### src/rss_pkg.sv
`timescale 1ns / 1ps
// ----------------------------------------------------------------------------
// rss_pkg
// Shared types and constants of the restriction site scanner.
// ----------------------------------------------------------------------------
package rss_pkg;

    // Site and read limits
    localparam int MAX_SITE_BASES = 16;
    localparam int MAX_READ_BASES = 1024;

    // Field widths
    localparam int BASE_W      = 3;
    localparam int POS_W       = 11;
    localparam int SITE_LEN_W  = 5;
    localparam int IDX_W       = $clog2(MAX_SITE_BASES);
    localparam int PATTERN_W   = 2 * MAX_SITE_BASES;

    // Configuration port
    localparam int APB_ADDR_W  = 4;
    localparam int APB_DATA_W  = 32;

    // Result queue
    localparam int QUEUE_DEPTH = 8;
    localparam int QPTR_W      = $clog2(QUEUE_DEPTH);
    localparam int QCNT_W      = $clog2(QUEUE_DEPTH + 1);

    typedef logic [BASE_W-1:0] t_base;
    typedef logic [POS_W-1:0]  t_pos;

    // Code that never matches a site base
    localparam t_base BASE_NONE = 3'd4;

    localparam t_pos READ_LIMIT = POS_W'(MAX_READ_BASES);
    localparam t_pos COUNT_MAX  = {POS_W{1'b1}};

    // Result kinds
    localparam logic KIND_CUT     = 1'b0;
    localparam logic KIND_SUMMARY = 1'b1;

    // Register map, word index
    typedef enum logic [1:0] {
        REG_SITE_PATTERN = 2'd0,
        REG_SITE_LENGTH  = 2'd1,
        REG_CUT_OFFSET   = 2'd2,
        REG_LONG_MODE    = 2'd3
    } t_reg_idx;

    // Control of the history cell row
    typedef struct packed {
        logic shift;
        logic clear;
    } t_cell_ctrl;

    // One result transaction
    typedef struct packed {
        logic kind;
        t_pos position;
        t_pos longest_start;
        t_pos longest_length;
        t_pos cut_count;
        logic overflow;
        logic last;
    } t_result;

endpackage

### src/rss_cell.sv
`timescale 1ns / 1ps
// ----------------------------------------------------------------------------
// rss_cell
// One history cell: holds one base, passes it to its neighbor on a shift and
// compares the incoming base against its site base.
// ----------------------------------------------------------------------------
module rss_cell (
    input  logic               i_clk,
    input  logic               i_rst_n,
    input  rss_pkg::t_cell_ctrl i_ctrl,
    input  rss_pkg::t_base     i_base,
    input  logic [1:0]         i_want,
    input  logic               i_enable,
    output rss_pkg::t_base     o_base,
    output logic               o_match
);
    import rss_pkg::*;

    t_base r_base;

    // Hold the base, clear it at the end of a read
    always_ff @(posedge i_clk) begin
        if (!i_rst_n) begin
            r_base <= BASE_NONE;
        end else if (i_ctrl.clear) begin
            r_base <= BASE_NONE;
        end else if (i_ctrl.shift) begin
            r_base <= i_base;
        end
    end

    // Compare the base entering this cell; cells past the site always agree
    assign o_match = !i_enable || (i_base == {1'b0, i_want});
    assign o_base  = r_base;

endmodule

### src/rss_cell_row.sv
`timescale 1ns / 1ps
// ----------------------------------------------------------------------------
// rss_cell_row
// Row of history cells, most recent base in cell 0. Reports a site hit on
// the window that includes the base being shifted in.
// ----------------------------------------------------------------------------
module rss_cell_row (
    input  logic                           i_clk,
    input  logic                           i_rst_n,
    input  rss_pkg::t_cell_ctrl            i_ctrl,
    input  rss_pkg::t_base                 i_base,
    input  logic [rss_pkg::PATTERN_W-1:0]  i_pattern,
    input  logic [rss_pkg::SITE_LEN_W-1:0] i_site_len,
    output logic                           o_hit
);
    import rss_pkg::*;

    t_base                     w_q     [MAX_SITE_BASES];
    logic [MAX_SITE_BASES-1:0] w_match;

    for (genvar k = 0; k < MAX_SITE_BASES; k++) begin : g_cell
        t_base          w_in;
        logic [IDX_W-1:0] w_idx;
        logic [1:0]     w_want;
        logic           w_enable;

        // Cell k sees site base (length - 1 - k)
        assign w_idx    = IDX_W'(i_site_len - SITE_LEN_W'(1) - SITE_LEN_W'(k));
        assign w_want   = i_pattern[{w_idx, 1'b0} +: 2];
        assign w_enable = SITE_LEN_W'(k) < i_site_len;

        if (k == 0) begin : g_head
            assign w_in = i_base;
        end else begin : g_link
            assign w_in = w_q[k-1];
        end

        rss_cell u_cell (
            .i_clk    (i_clk),
            .i_rst_n  (i_rst_n),
            .i_ctrl   (i_ctrl),
            .i_base   (w_in),
            .i_want   (w_want),
            .i_enable (w_enable),
            .o_base   (w_q[k]),
            .o_match  (w_match[k])
        );
    end

    assign o_hit = &w_match;

endmodule

### src/rss_result_queue.sv
`timescale 1ns / 1ps
// ----------------------------------------------------------------------------
// rss_result_queue
// Small result queue: takes up to two results a cycle, hands out one while i_ready is high.
// ----------------------------------------------------------------------------
module rss_result_queue (
    input  logic                       i_clk,
    input  logic                       i_rst_n,
    input  logic [1:0]                 i_push_cnt,
    input  rss_pkg::t_result           i_push0,
    input  rss_pkg::t_result           i_push1,
    output logic                       o_valid,
    input  logic                       i_ready,
    output rss_pkg::t_result           o_data,
    output logic [rss_pkg::QCNT_W-1:0] o_count
);
    import rss_pkg::*;

    t_result           r_mem [QUEUE_DEPTH];
    logic [QPTR_W-1:0] r_wr_ptr;
    logic [QPTR_W-1:0] r_rd_ptr;
    logic [QCNT_W-1:0] r_count;
    logic              w_pop;

    assign w_pop = o_valid && i_ready;

    // Store incoming results in order
    always_ff @(posedge i_clk) begin
        if (i_push_cnt != 2'd0) begin
            r_mem[r_wr_ptr] <= i_push0;
        end
        if (i_push_cnt == 2'd2) begin
            r_mem[QPTR_W'(r_wr_ptr + 1'b1)] <= i_push1;
        end
    end

    // Advance pointers and occupancy
    always_ff @(posedge i_clk) begin
        if (!i_rst_n) begin
            r_wr_ptr <= '0;
            r_rd_ptr <= '0;
            r_count  <= '0;
        end else begin
            r_wr_ptr <= QPTR_W'(r_wr_ptr + QPTR_W'(i_push_cnt));
            r_rd_ptr <= QPTR_W'(r_rd_ptr + QPTR_W'(w_pop));
            r_count  <= QCNT_W'(r_count + QCNT_W'(i_push_cnt) - QCNT_W'(w_pop));
        end
    end

    assign o_valid = (r_count != '0);
    assign o_data  = r_mem[r_rd_ptr];
    assign o_count = r_count;

    a_no_overrun: assert property (@(posedge i_clk) disable iff (!i_rst_n)
        (QCNT_W + 1)'(r_count) + (QCNT_W + 1)'(i_push_cnt) - (QCNT_W + 1)'(w_pop)
            <= (QCNT_W + 1)'(QUEUE_DEPTH))
        else $error("result queue overrun");

    a_no_underrun: assert property (@(posedge i_clk) disable iff (!i_rst_n)
        (r_count == '0) |=> (r_rd_ptr == $past(r_rd_ptr)))
        else $error("result queue read while empty");

endmodule

### src/restriction_site_scanner.sv
`timescale 1ns / 1ps
// ----------------------------------------------------------------------------
// restriction_site_scanner
// Scans a read base by base for non-overlapping copies of a configured site
// and reports cut positions and an end-of-read fragment summary.
// ----------------------------------------------------------------------------
// The block takes one base per clock cycle while o_ready is high. A base
// enters a row of sixteen history cells that compare it against the site in
// the cycle it arrives; in the next cycle the match bookkeeping turns the hit
// into a cut record and, on the last base of a read, a summary. Results pass
// through the front-stage registers to an eight-entry result queue that drives
// o_valid; a base that makes a cut and ends a read produces two transactions
// unless long mode is set, so the output runs at one result per cycle while
// i_ready is high, and input is held off only when the queue has fewer than
// two free entries beyond those claimed by the base in flight.
// ----------------------------------------------------------------------------
module restriction_site_scanner (
    input  logic                           i_clk,
    input  logic                           i_rst_n,
    // Base input
    input  logic                           i_valid,
    output logic                           o_ready,
    input  rss_pkg::t_base                 i_base,
    input  logic                           i_read_end,
    // Result output
    output logic                           o_valid,
    input  logic                           i_ready,
    output logic                           o_kind,
    output rss_pkg::t_pos                  o_position,
    output rss_pkg::t_pos                  o_longest_start,
    output rss_pkg::t_pos                  o_longest_length,
    output rss_pkg::t_pos                  o_cut_count,
    output logic                           o_overflow,
    output logic                           o_last,
    // Configuration port
    input  logic                           psel,
    input  logic                           penable,
    input  logic                           pwrite,
    input  logic [rss_pkg::APB_ADDR_W-1:0] paddr,
    input  logic [rss_pkg::APB_DATA_W-1:0] pwdata,
    output logic [rss_pkg::APB_DATA_W-1:0] prdata,
    output logic                           pready
);
    import rss_pkg::*;

    // Configuration registers
    logic [PATTERN_W-1:0]  r_site_pattern;
    logic [SITE_LEN_W-1:0] r_site_length;
    logic [SITE_LEN_W-1:0] r_cut_offset;
    logic                  r_long_mode;

    // Front stage
    t_pos                  r_base_index;
    logic                  r_a_valid;
    logic                  r_a_hit;
    logic                  r_a_end;
    logic                  r_a_ovf;
    t_pos                  r_a_start;
    t_pos                  r_a_cut;
    t_pos                  r_a_pos;

    // Per-read bookkeeping
    t_pos                  r_resume;
    t_pos                  r_prev_cut;
    t_pos                  r_best_start;
    t_pos                  r_best_len;
    t_pos                  r_match_count;
    logic                  r_ovf_seen;

    logic                  w_cfg_wr;
    t_reg_idx              w_reg_idx;
    logic [SITE_LEN_W-1:0] w_len;
    logic [SITE_LEN_W-1:0] w_off;
    logic [SITE_LEN_W-1:0] w_gap;
    logic                  w_in_fire;
    logic                  w_ovf_base;
    t_pos                  w_idx_new;
    logic                  w_row_hit;
    t_cell_ctrl            w_row_ctrl;
    logic [QCNT_W:0]       w_reserved;
    logic [QCNT_W-1:0]     w_q_count;
    t_result               w_q_data;

    logic                  w_take;
    t_pos                  w_len1;
    t_pos                  w_best1_start;
    t_pos                  w_best1_len;
    t_pos                  w_prev1;
    t_pos                  w_count1;
    logic                  w_ovf1;
    t_pos                  w_len2;
    t_pos                  w_best2_start;
    t_pos                  w_best2_len;
    t_result               w_cut_rec;
    t_result               w_sum_rec;
    logic                  w_emit_cut;
    logic                  w_emit_sum;
    logic [1:0]            w_push_cnt;
    t_result               w_push0;
    t_result               w_push1;

    // ------------------------------------------------------------------
    // Configuration port
    // ------------------------------------------------------------------
    assign pready    = 1'b1;
    assign w_cfg_wr  = psel && penable && pwrite && pready;
    assign w_reg_idx = t_reg_idx'(paddr[3:2]);

    // Write registers on the access cycle
    always_ff @(posedge i_clk) begin
        if (!i_rst_n) begin
            r_site_pattern <= '0;
            r_site_length  <= SITE_LEN_W'(4);
            r_cut_offset   <= SITE_LEN_W'(1);
            r_long_mode    <= 1'b0;
        end else if (w_cfg_wr) begin
            unique case (w_reg_idx)
                REG_SITE_PATTERN: r_site_pattern <= pwdata[PATTERN_W-1:0];
                REG_SITE_LENGTH:  r_site_length  <= pwdata[SITE_LEN_W-1:0];
                REG_CUT_OFFSET:   r_cut_offset   <= pwdata[SITE_LEN_W-1:0];
                REG_LONG_MODE:    r_long_mode    <= pwdata[0];
            endcase
        end
    end

    // Read back raw register values
    always_comb begin
        unique case (w_reg_idx)
            REG_SITE_PATTERN: prdata = APB_DATA_W'(r_site_pattern);
            REG_SITE_LENGTH:  prdata = APB_DATA_W'(r_site_length);
            REG_CUT_OFFSET:   prdata = APB_DATA_W'(r_cut_offset);
            REG_LONG_MODE:    prdata = APB_DATA_W'(r_long_mode);
        endcase
    end

    // Clamp site length and cut offset into range
    always_comb begin
        if (r_site_length == '0) begin
            w_len = SITE_LEN_W'(1);
        end else if (r_site_length > SITE_LEN_W'(MAX_SITE_BASES)) begin
            w_len = SITE_LEN_W'(MAX_SITE_BASES);
        end else begin
            w_len = r_site_length;
        end
        if (r_cut_offset == '0) begin
            w_off = SITE_LEN_W'(1);
        end else if (r_cut_offset > w_len) begin
            w_off = w_len;
        end else begin
            w_off = r_cut_offset;
        end
        w_gap = SITE_LEN_W'(w_len - w_off + SITE_LEN_W'(1));
    end

    // ------------------------------------------------------------------
    // Front stage: history row and hit detection
    // ------------------------------------------------------------------
    assign w_reserved = r_a_valid ? (QCNT_W + 1)'(w_q_count) + (QCNT_W + 1)'(2)
                                  : (QCNT_W + 1)'(w_q_count);
    assign o_ready    = w_reserved <= (QCNT_W + 1)'(QUEUE_DEPTH - 2);
    assign w_in_fire  = i_valid && o_ready;
    assign w_ovf_base = (r_base_index == READ_LIMIT);
    assign w_idx_new  = POS_W'(r_base_index + POS_W'(1));

    assign w_row_ctrl.shift = w_in_fire && !w_ovf_base;
    assign w_row_ctrl.clear = w_in_fire && i_read_end;

    rss_cell_row u_row (
        .i_clk      (i_clk),
        .i_rst_n    (i_rst_n),
        .i_ctrl     (w_row_ctrl),
        .i_base     (i_base),
        .i_pattern  (r_site_pattern),
        .i_site_len (w_len),
        .o_hit      (w_row_hit)
    );

    // Register the hit, match start and cut position of each base
    always_ff @(posedge i_clk) begin
        if (!i_rst_n) begin
            r_base_index <= '0;
            r_a_valid    <= 1'b0;
        end else begin
            r_a_valid <= w_in_fire;
            if (w_in_fire) begin
                if (i_read_end) begin
                    r_base_index <= '0;
                end else if (!w_ovf_base) begin
                    r_base_index <= w_idx_new;
                end
            end
        end
    end

    always_ff @(posedge i_clk) begin
        if (w_in_fire) begin
            r_a_hit   <= !w_ovf_base && w_row_hit && (w_idx_new >= POS_W'(w_len));
            r_a_end   <= i_read_end;
            r_a_ovf   <= w_ovf_base;
            r_a_start <= POS_W'(w_idx_new - POS_W'(w_len));
            r_a_cut   <= POS_W'(w_idx_new - POS_W'(w_gap));
            r_a_pos   <= w_ovf_base ? r_base_index : w_idx_new;
        end
    end

    // ------------------------------------------------------------------
    // Back stage: non-overlap check, fragments, results
    // ------------------------------------------------------------------
    always_comb begin
        w_take = r_a_valid && r_a_hit && (r_a_start >= r_resume);
        w_len1 = POS_W'(r_a_cut - r_prev_cut);

        // Fragment ending at this cut
        if (w_take && (w_len1 > r_best_len)) begin
            w_best1_start = r_prev_cut;
            w_best1_len   = w_len1;
        end else begin
            w_best1_start = r_best_start;
            w_best1_len   = r_best_len;
        end
        w_prev1  = w_take ? r_a_cut : r_prev_cut;
        w_count1 = (w_take && (r_match_count != COUNT_MAX))
                 ? POS_W'(r_match_count + POS_W'(1)) : r_match_count;
        w_ovf1   = r_ovf_seen || r_a_ovf;

        // Fragment ending at the read end
        w_len2 = POS_W'(r_a_pos - w_prev1);
        if (w_len2 > w_best1_len) begin
            w_best2_start = w_prev1;
            w_best2_len   = w_len2;
        end else begin
            w_best2_start = w_best1_start;
            w_best2_len   = w_best1_len;
        end

        w_emit_cut = w_take && !r_long_mode;
        w_emit_sum = r_a_valid && r_a_end;

        w_cut_rec                = '0;
        w_cut_rec.kind           = KIND_CUT;
        w_cut_rec.position       = r_a_cut;
        w_cut_rec.last           = !w_emit_sum;

        w_sum_rec.kind           = KIND_SUMMARY;
        w_sum_rec.position       = r_a_pos;
        w_sum_rec.longest_start  = w_best2_start;
        w_sum_rec.longest_length = w_best2_len;
        w_sum_rec.cut_count      = w_count1;
        w_sum_rec.overflow       = w_ovf1;
        w_sum_rec.last           = 1'b1;

        // Order the results into the queue
        w_push_cnt = 2'(w_emit_cut) + 2'(w_emit_sum);
        w_push0    = w_emit_cut ? w_cut_rec : w_sum_rec;
        w_push1    = w_sum_rec;
    end

    // Update per-read state, drop it after the summary
    always_ff @(posedge i_clk) begin
        if (!i_rst_n) begin
            r_resume      <= '0;
            r_prev_cut    <= '0;
            r_best_start  <= '0;
            r_best_len    <= '0;
            r_match_count <= '0;
            r_ovf_seen    <= 1'b0;
        end else if (r_a_valid) begin
            if (r_a_end) begin
                r_resume      <= '0;
                r_prev_cut    <= '0;
                r_best_start  <= '0;
                r_best_len    <= '0;
                r_match_count <= '0;
                r_ovf_seen    <= 1'b0;
            end else begin
                if (w_take) begin
                    r_resume <= r_a_pos;
                end
                r_prev_cut    <= w_prev1;
                r_best_start  <= w_best1_start;
                r_best_len    <= w_best1_len;
                r_match_count <= w_count1;
                r_ovf_seen    <= w_ovf1;
            end
        end
    end

    rss_result_queue u_queue (
        .i_clk      (i_clk),
        .i_rst_n    (i_rst_n),
        .i_push_cnt (w_push_cnt),
        .i_push0    (w_push0),
        .i_push1    (w_push1),
        .o_valid    (o_valid),
        .i_ready    (i_ready),
        .o_data     (w_q_data),
        .o_count    (w_q_count)
    );

    assign o_kind           = w_q_data.kind;
    assign o_position       = w_q_data.position;
    assign o_longest_start  = w_q_data.longest_start;
    assign o_longest_length = w_q_data.longest_length;
    assign o_cut_count      = w_q_data.cut_count;
    assign o_overflow       = w_q_data.overflow;
    assign o_last           = w_q_data.last;

    // ------------------------------------------------------------------
    // Checks
    // ------------------------------------------------------------------
    a_index_bounded: assert property (@(posedge i_clk) disable iff (!i_rst_n)
        r_base_index <= READ_LIMIT)
        else $error("base index beyond read limit");

    a_no_hit_on_overflow: assert property (@(posedge i_clk) disable iff (!i_rst_n)
        (r_a_valid && r_a_ovf) |-> !w_take)
        else $error("match taken from an overflow base");

    a_read_restart: assert property (@(posedge i_clk) disable iff (!i_rst_n)
        (r_a_valid && r_a_end) |=> (r_match_count == '0 && r_prev_cut == '0
                                    && r_resume == '0))
        else $error("per-read state not cleared after summary");

    a_index_clear: assert property (@(posedge i_clk) disable iff (!i_rst_n)
        (w_in_fire && i_read_end) |=> (r_base_index == '0))
        else $error("base index not cleared at read end");

endmodule

### config.mk
export PLATFORM = sky130hd
export DESIGN_NAME = restriction_site_scanner
export DESIGN_NICKNAME = d
export VERILOG_FILES = /design/src/rss_pkg.sv /design/src/rss_cell.sv /design/src/rss_cell_row.sv /design/src/rss_result_queue.sv /design/src/restriction_site_scanner.sv
export SDC_FILE = /design/constraint.sdc
export NUM_CORES = 1
export LEC_CHECK = 0
export BUFFER_PORTS_ARGS = -buffer_cell sky130_fd_sc_hd__buf_2
export CORE_ASPECT_RATIO = 1.4
export CORE_MARGIN = 1.5
export CORE_UTILIZATION = 40
export DETAILED_ROUTE_END_ITERATION = 8
export GPL_TIMING_DRIVEN = 0
export SLEW_MARGIN = 10
export SYNTH_ARGS = -nofsm -noshare
export SYNTH_HDL_FRONTEND = slang
export SYNTH_SLANG_ARGS = --single-unit
### constraint.sdc
create_clock -name i_clk -period 7 [get_ports i_clk]
set_input_delay 0 -clock i_clk [delete_from_list [all_inputs] [get_ports i_clk]]
set_output_delay 0 -clock i_clk [all_outputs]
set_load 0.01 [all_outputs]
==> key figures, run 1 <==
Status
  • Run status: finished clean

Power and ir drop
  • PnR Total Power: 10.62 mW
  • P per Cell Area: 300.0 mW/mm2
  • Leak Pwr: 11.91 nW
  • Peak VDD IR: around 0.17 mV

Worst setup path
  • R2R Path End: u_queue.r_mem[3][19]
  • Slowest CP cell: or4b_4
  • Critical Path Start: r_resume[2]
  • Critical Path Start Type: register
  • WP data required: 7.34 ns
  • Worst r2r src: r_resume[2]
  • Critical path arrival: a little under 7 ns
  • Critical path type: register to register
  • Element type at the critical path end: register
  • Reg2reg path depth: 26
  • R2R setup slack: 0.43 ns
  • Max incr delay on CP: 0.54 ns
  • Crit Path Max Fanout: 10

Placed design
  • GPL Wtd Cong: 0.9201
  • DP Wirelength: between 60 and 70 mm
  • Post-Place Worst Slack: -1.395 ns
  • Placed Instances: 3,744
  • IO Port Bufs: roughly 120
  • Area post-placement: 0.03258 mm2

Clock tree
  • Clock slew at reported path FFs: 0.06 ns
  • Root Buffer: clkbuf_16
  • H-tree depth: 2
  • Clock latency on the worst-skew pair: 0.65 ns
  • TritonCTS clock tree: done
  • # clock sinks: 578
  • CTS buffer count: 57
  • Worst-case clock buffer depth: 3

Yosys
  • Post-synth ARST share: 0
  • Mapped Area: 0.03034 mm2
  • Synth Net Count: 2,795
  • Syn Area/Cell: 11.50 um2
  • Fraction of the yosys area taken by sequential cells: 0.5120
  • Main synth FF type: edfxtp_1
  • Post-synth EDFFs: 396
  • Yosys reg bits: ~580
  • Synth warn: 0
  • Cells after Synth: 2,638
  • Netlist cell types: 80

Timing
  • Final-report hold violation count: 0
  • Pins over their slew limit: 0
  • Worst Skew: 0.03682 ns
  • WHS: 0.06165 ns
  • Worst slew pin tran: 1.250 ns
  • Final WS setup: 0.4278 ns
  • Final Cycle Share: 0.9389
  • Max Clock Freq: 0.1522 GHz
  • Final setup vio count: 0
  • Fin crit period: 6.572 ns
  • RSZ-0062 raised after global routing: no
  • Fin Setup TNS: 0 ns
  • Slew Limit Headroom: 0.1634

Routing
  • Routed vias: 22,696
  • Per-cell routed wire length: 24.04 um
  • First DRT Iteration DRCs: 1,854
  • DRC: 0
  • DRT Wirelength: 93.98 mm
  • Via density: approximately 5.8
  • Drt pass-1 iters: 6
  • DRT antenna net count: 0

Finish
  • Most common cell after layout, fill and taps aside: edfxtp_1
  • Non-filler cells, final: approximately 3,900
  • Most frequent cells in the layout: 396 x edfxtp_1, 297 x nor2_1, 243 x nand2_1, 184 x a21oi_1, 182 x dfxtp_1
  • Fill cells: between 6,000 and 7,000
  • Util after Layout: 0.4707
  • Most flop-heavy register: u_queue.r_mem
  • Final Cell Area: between 0.03 and 0.04 mm2
  • Area grow syn2layout: 16.63%
  • Share of cells above drive strength 1: 0.1857
  • Antenna cells: 0
  • Nets: 3,049
  • Largest register FFs: 376

Min path
  • HP Class: input port to register
  • Hold_sp: i_ready
  • Hold Path Depth: 4
  • Hold EP: u_queue.r_rd_ptr[0]

Die
  • Die Ht: around 330 um
  • Initial Utilization: 0.4035
  • Die ar.: 0.07754 mm2
  • Die W: 235.8 um
  • I/O pins: 129
  • Core area: 0.07519 mm2
  • Num rows: 119

Run
  • Max cap viols: 0

GRT
  • Global Route Usage Sum: 0.2414
  • First-pass GRT wire length: 141.3 mm
  • Initial antenna violation count: 0
  • GR Overflow Total: 0
  • Largest net degree at the start of global routing: 40
  • Number of global-route vias before repair: 22,959
-- synthesized netlist by cell type, drive strengths merged (3+ instances only) --
| master | number | area (um2) |
|---|---|---|
| a211oi | 5 | 42.54 |
| a21boi | 4 | 41.29 |
| a21o | 18 | 135.1 |
| a21oi | 192 | 960.9 |
| a221oi | 9 | 202.7 |
| a22o | 72 | 630.6 |
| a22oi | 28 | 210.2 |
| a31oi | 15 | 93.84 |
| and2 | 39 | 244.0 |
| and3 | 22 | 137.6 |
| buf | 27 | 150.1 |
| clkbuf | 146 | 548.0 |
| clkinv | 3 | 11.26 |
| dfxtp | 182 | 3643 |
| edfxtp | 396 | 11890 |
| fa | 7 | 140.1 |
| ha | 103 | 1289 |
| inv | 97 | 369.1 |
| mux2 | 48 | 540.5 |
| mux2i | 19 | 193.9 |
| mux4 | 157 | 3573 |
| nand2 | 253 | 968.4 |
| nand2b | 11 | 68.82 |
| nand3 | 45 | 225.2 |
| nand3b | 4 | 30.03 |
| nand4 | 11 | 68.82 |
| nor2 | 300 | 1141 |
| nor2b | 13 | 81.33 |
| nor3 | 140 | 711.9 |
| nor4 | 19 | 131.4 |
| o211ai | 10 | 75.07 |
| o21a | 4 | 30.03 |
| o21ai | 85 | 425.4 |
| or2 | 3 | 18.77 |
| or3 | 11 | 68.82 |
| xnor2 | 53 | 471.7 |
| xor2 | 54 | 473.0 |
-- cell type report --
type                       instances  area [um2]  area share
inverter                         100       382.9     0.01082
timing repair buffer             202        1592     0.04497
multi-input combinational       1787       14090      0.3982
clock inverter                    22       191.4    0.005409
tap                              968        1211     0.03422
clock buffer                      86        1670     0.04720
buffer                           166       714.4     0.02019
sequential                       578       15530      0.4390
-- where the power goes --
group          total [mW]  leakage [nW]  switching [mW]  internal [mW]
registers            3.92          4.67           0.104           3.82
clock network        3.10         0.921            1.37           1.73
logic                3.60          6.32            2.18           1.42
-- cells by family (layout without fill, tap and decap cells) --
logic type	Yosys count	count (layout)	share of synthesized area
other cells	1	1	0.0001236
buf+inv	273	576	0.03555
mux	224	224	0.1420
flops	578	578	0.5120
compound gates	462	462	0.09992
simple gates	883	883	0.1322
xor+xnor	107	107	0.03113
fa+ha+maj	110	110	0.04709
-- routing by layer --
layer | GRT usage | wire length, um | vias up
met2 | 0.4582 | 50260 | 927
met3 | 0.02450 | 5092 | 206
li1 | - | - | 10265
met5 | 0 | 0 | -
met1 | 0.2697 | 33960 | 11298
met4 | 0.1142 | 4667 | 0
-- critical path: cells and delay by family (launching register included) --
family | cells | cell delay (ns)
DFF | 1 | 0.34
adders and majority gates | 3 | 1.01
buffers and inverters | 4 | 0.80
AOI/OAI and AO/OA | 11 | 2.12
and+or+nand+nor | 7 | 1.55
xor gates and xnor gates | 1 | 0.40
-- worst max-delay path by stage --
stage	end	cells past startpoint	slack, ns
2_1_floorplan	u_queue.r_mem[1][23]	33	0.40
3_3_place_gp	u_queue.r_mem[1][23]	33	-1.42
3_5_place_dp	u_queue.r_mem[3][23]	33	-1.40
4_1_cts	u_queue.r_mem[4][34]	32	0.02
5_1_grt	u_queue.r_mem[2][34]	32	0.01
6_report	u_queue.r_mem[3][19]	26	0.43
-- timing repair --
action	in CTS	in global routing
pin swaps	11	10
buffers inserted	14	10
hold buffers	40	0
endpoints found under the setup margin	176	176
gates resized for setup	53	17
endpoints found under the hold margin	57	0
cloned	0	0
Note: power is estimated with default switching activity, not from simulation.
==> inputs of run 2 (changes only) <==
--- a/config.mk
+++ b/config.mk
@@ -11,6 +11,7 @@
 export CORE_UTILIZATION = 40
 export DETAILED_ROUTE_END_ITERATION = 8
 export GPL_TIMING_DRIVEN = 0
+export REMOVE_ABC_BUFFERS = 1
 export SLEW_MARGIN = 10
 export SYNTH_ARGS = -nofsm -noshare
 export SYNTH_HDL_FRONTEND = slang
==> run 2 against run 1 <==
  * Sequential cell count unchanged
  * Highest routed layer unchanged
  * Count of clock-buffer cells in the layout up 1
  * Sequential share of layout area about the same
  * Die area unchanged
  * Core utilization about the same
  * Clock skew down 0.0098 ns
  * Worst setup slack worse by 0.18 ns
  * Critical path type unchanged
  * Maximum frequency down 2.7%
==> key figures, run 2 (synthesized netlist as in run 1, its figures left out) <==
Status
  • Run status: finished clean

Die
  • Num rows: 119
  • Die Ht: about 330 um
  • Core area: 0.07519 mm2
  • Initial Utilization: 0.4035
  • I/O pins: 129
  • Die W: ~240 um
  • Die ar.: 0.07754 mm2

Finish
  • Most common cell after layout, fill and taps aside: edfxtp_1
  • Util after Layout: 0.4707
  • Largest register FFs: 376
  • Share of cells above drive strength 1: 0.2032
  • Antenna cells: 0
  • Area grow syn2layout: 16.65%
  • Nets: 2,911
  • Most frequent cells in the layout: 396 x edfxtp_1, 293 x nor2_1, 242 x nand2_1, 182 x a21oi_1, 179 x dfxtp_1
  • Non-filler cells, final: around 3,800
  • Most flop-heavy register: u_queue.r_mem

GRT
  • First-pass GRT wire length: 132.2 mm
  • Global Route Usage Sum: 0.2236
  • Met3 Use GR: 0.03273
  • GR Overflow Total: 0
  • Largest net degree at the start of global routing: 68
  • M1 GR Usage: 0.2433
  • GR peak layer: met2
  • Initial antenna violation count: 0
  • GRT met2 Usage: 0.4189
  • Number of global-route vias before repair: 22,513

Timing
  • Final setup vio count: 0
  • Final-report hold violation count: 0
  • Max Clock Freq: 0.1480 GHz
  • Fin crit period: roughly 6.8 ns
  • Worst Skew: approximately 0.027 ns
  • Worst slew pin tran: 1.264 ns
  • Pins over their slew limit: 0
  • Slew Limit Headroom: 0.1542
  • Final Cycle Share: 0.9653
  • Final WS setup: 0.2432 ns

Placed design
  • IO Port Bufs: between 100 and 150
  • Placed Instances: 3,592
  • Post-Place Worst Slack: -2.085 ns
  • GPL Wtd Cong: 0.9037
  • DP Wirelength: 58.03 mm

Worst setup path
  • Crit Path Max Fanout: 8
  • WP data required: 7.37 ns
  • Reg2reg path depth: 24
  • Critical path type: register to register
  • Slowest CP cell: a311o_1
  • Max incr delay on CP: between 0.6 and 0.7 ns
  • Critical Path Start Type: register
  • Worst r2r src: r_a_start[9]
  • R2R Path End: u_queue.r_mem[3][33]
  • Element type at the critical path end: register
  • Crit path cell chain: ha_1 > a21o_1 > a211oi_1 > a311o_1 > nand2_1 > o21ai_1 > ha_1 > fa_1 > nor2b_1 > o21ai_0 > a21boi_0 > o21ai_0 > nand2b_1 > a21o_1 > a21oi_1 > o21ai_0 > xnor2_1 > ha_4 > nand4_1 > nor2_1 > or4b_4 > buf_4 > a221oi_4 > nor3_1
  • Critical path arrival: 7.12 ns
  • R2R setup slack: roughly 0.24 ns
  • Most frequent CP cell: o21ai_0

Clock tree
  • Root Buffer: clkbuf_16
  • CTS buffer count: 59
  • Worst-case clock buffer depth: 3
  • TritonCTS clock tree: done
  • # clock sinks: 578
  • H-tree depth: 2
  • Clock latency on the worst-skew pair: 0.65 ns
  • Clock slew at reported path FFs: 0.06 ns

Routing
  • Drt pass-1 iters: 5
  • Routed vias: 22,152
  • First DRT Iteration DRCs: 1,824
  • DRT Wirelength: 87.23 mm
  • DRT antenna net count: 0
  • DRC: 0
  • Per-cell routed wire length: around 23 um
  • Via density: 5.871

Power and ir drop
  • Net Sw Power: 3.543 mW
  • Sw Ratio: 0.3361
  • Pint: 6.998 mW
  • Comb power frac: 0.305
  • Sequential power share: 0.384
  • Leak Pwr: around 12 nW
  • PnR Total Power: around 11 mW
  • P per Cell Area: 297.8 mW/mm2
  • Clock group share of total power: 0.311
  • Peak VDD IR: between 0.2 and 0.25 mV

Min path
  • Hold EP: r_a_valid
  • Hold Path Depth: 3
  • HP Class: input port to register
  • Hold_sp: i_valid

Run
  • Max cap viols: 0
run 2: power groups by stage:
stage / sequential [mW] / clock [mW] / combinational [mW]
after floorplan: 4.12 / 0 / 1.96
after global placement: 4.27 / 0 / 2.72
after detailed placement: 4.12 / 0 / 2.95
after CTS: 4.04 / 3.33 / 3.13
after global routing: 4.06 / 3.46 / 3.50
final: 4.04 / 3.28 / 3.22
run 2: critical path, delay by kind of cell (launching register included):
| family | cells | cell delay [ns] |
|---|---|---|
| XOR/XNOR | 1 | 0.46 |
| AO/OA/AOI/OAI | 11 | 3.13 |
| adder cells (fa/ha/maj) | 4 | 1.10 |
| buffers and inverters | 1 | 0.22 |
| AND/OR/NAND/NOR | 7 | 1.22 |
| flip-flops | 1 | 0.37 |
run 2: how the worst max path moves through the flow:
stage / slack, ns / from / depth (start not counted) / to
4_1_cts: 0.01 / r_a_cut[0] / 31 / u_queue.r_mem[3][33]
3_5_place_dp: -2.08 / r_a_cut[0] / 29 / u_queue.r_mem[2][23]
3_3_place_gp: -3.79 / r_a_cut[0] / 30 / u_queue.r_mem[4][20]
6_report: 0.24 / r_a_start[9] / 24 / u_queue.r_mem[3][33]
5_1_grt: -0.05 / r_a_cut[0] / 30 / u_queue.r_mem[5][33]
2_1_floorplan: -1.09 / r_a_cut[0] / 30 / u_queue.r_mem[0][20]
run 2: final cells by class:
type                    instances  area, um2
repair buffers                227       2076
inverters                     100      390.4
clock buffers                  87       1757
flip-flops and latches        578      15550
well taps                     968       1211
clock inverters                25      269.0
fillers                      6711      39800
multi-input cells            1788      14140
run 2: timing repair:
| item | in CTS | in global routing |
|---|---|---|
| setup endpoints to repair | 176 | 176 |
| hold buffers | 45 | 0 |
| gates cloned | 1 | 0 |
| buffers inserted | 12 | 11 |
| gates resized for setup | 27 | 18 |
| pin swaps | 9 | 10 |
| hold endpoints to repair | 67 | 0 |
run 2: metal layers:
layer  wire length [um]  part of all wire  vias to the layer above
li1                   -                 -                    10002
met1              31360              0.36                    10972
met3               5285             0.061                      251
met4               4548             0.052                        0
met5                  0                 0                        -
met2              46040              0.53                      927
run 2: per-stage QoR:
step | TNS, ns | hold slack [ns] | cell area (um2)
finish | 0 | 0.07117 | 35390
detailed placement | -300.42 | 0.2479 | 32500
global route | -0.2830 | 0.1243 | 35390
global placement | -639.01 | 0.2402 | 31480
floorplan | -149.94 | 0.06194 | 29640
CTS | 0 | 0.06543 | 35220
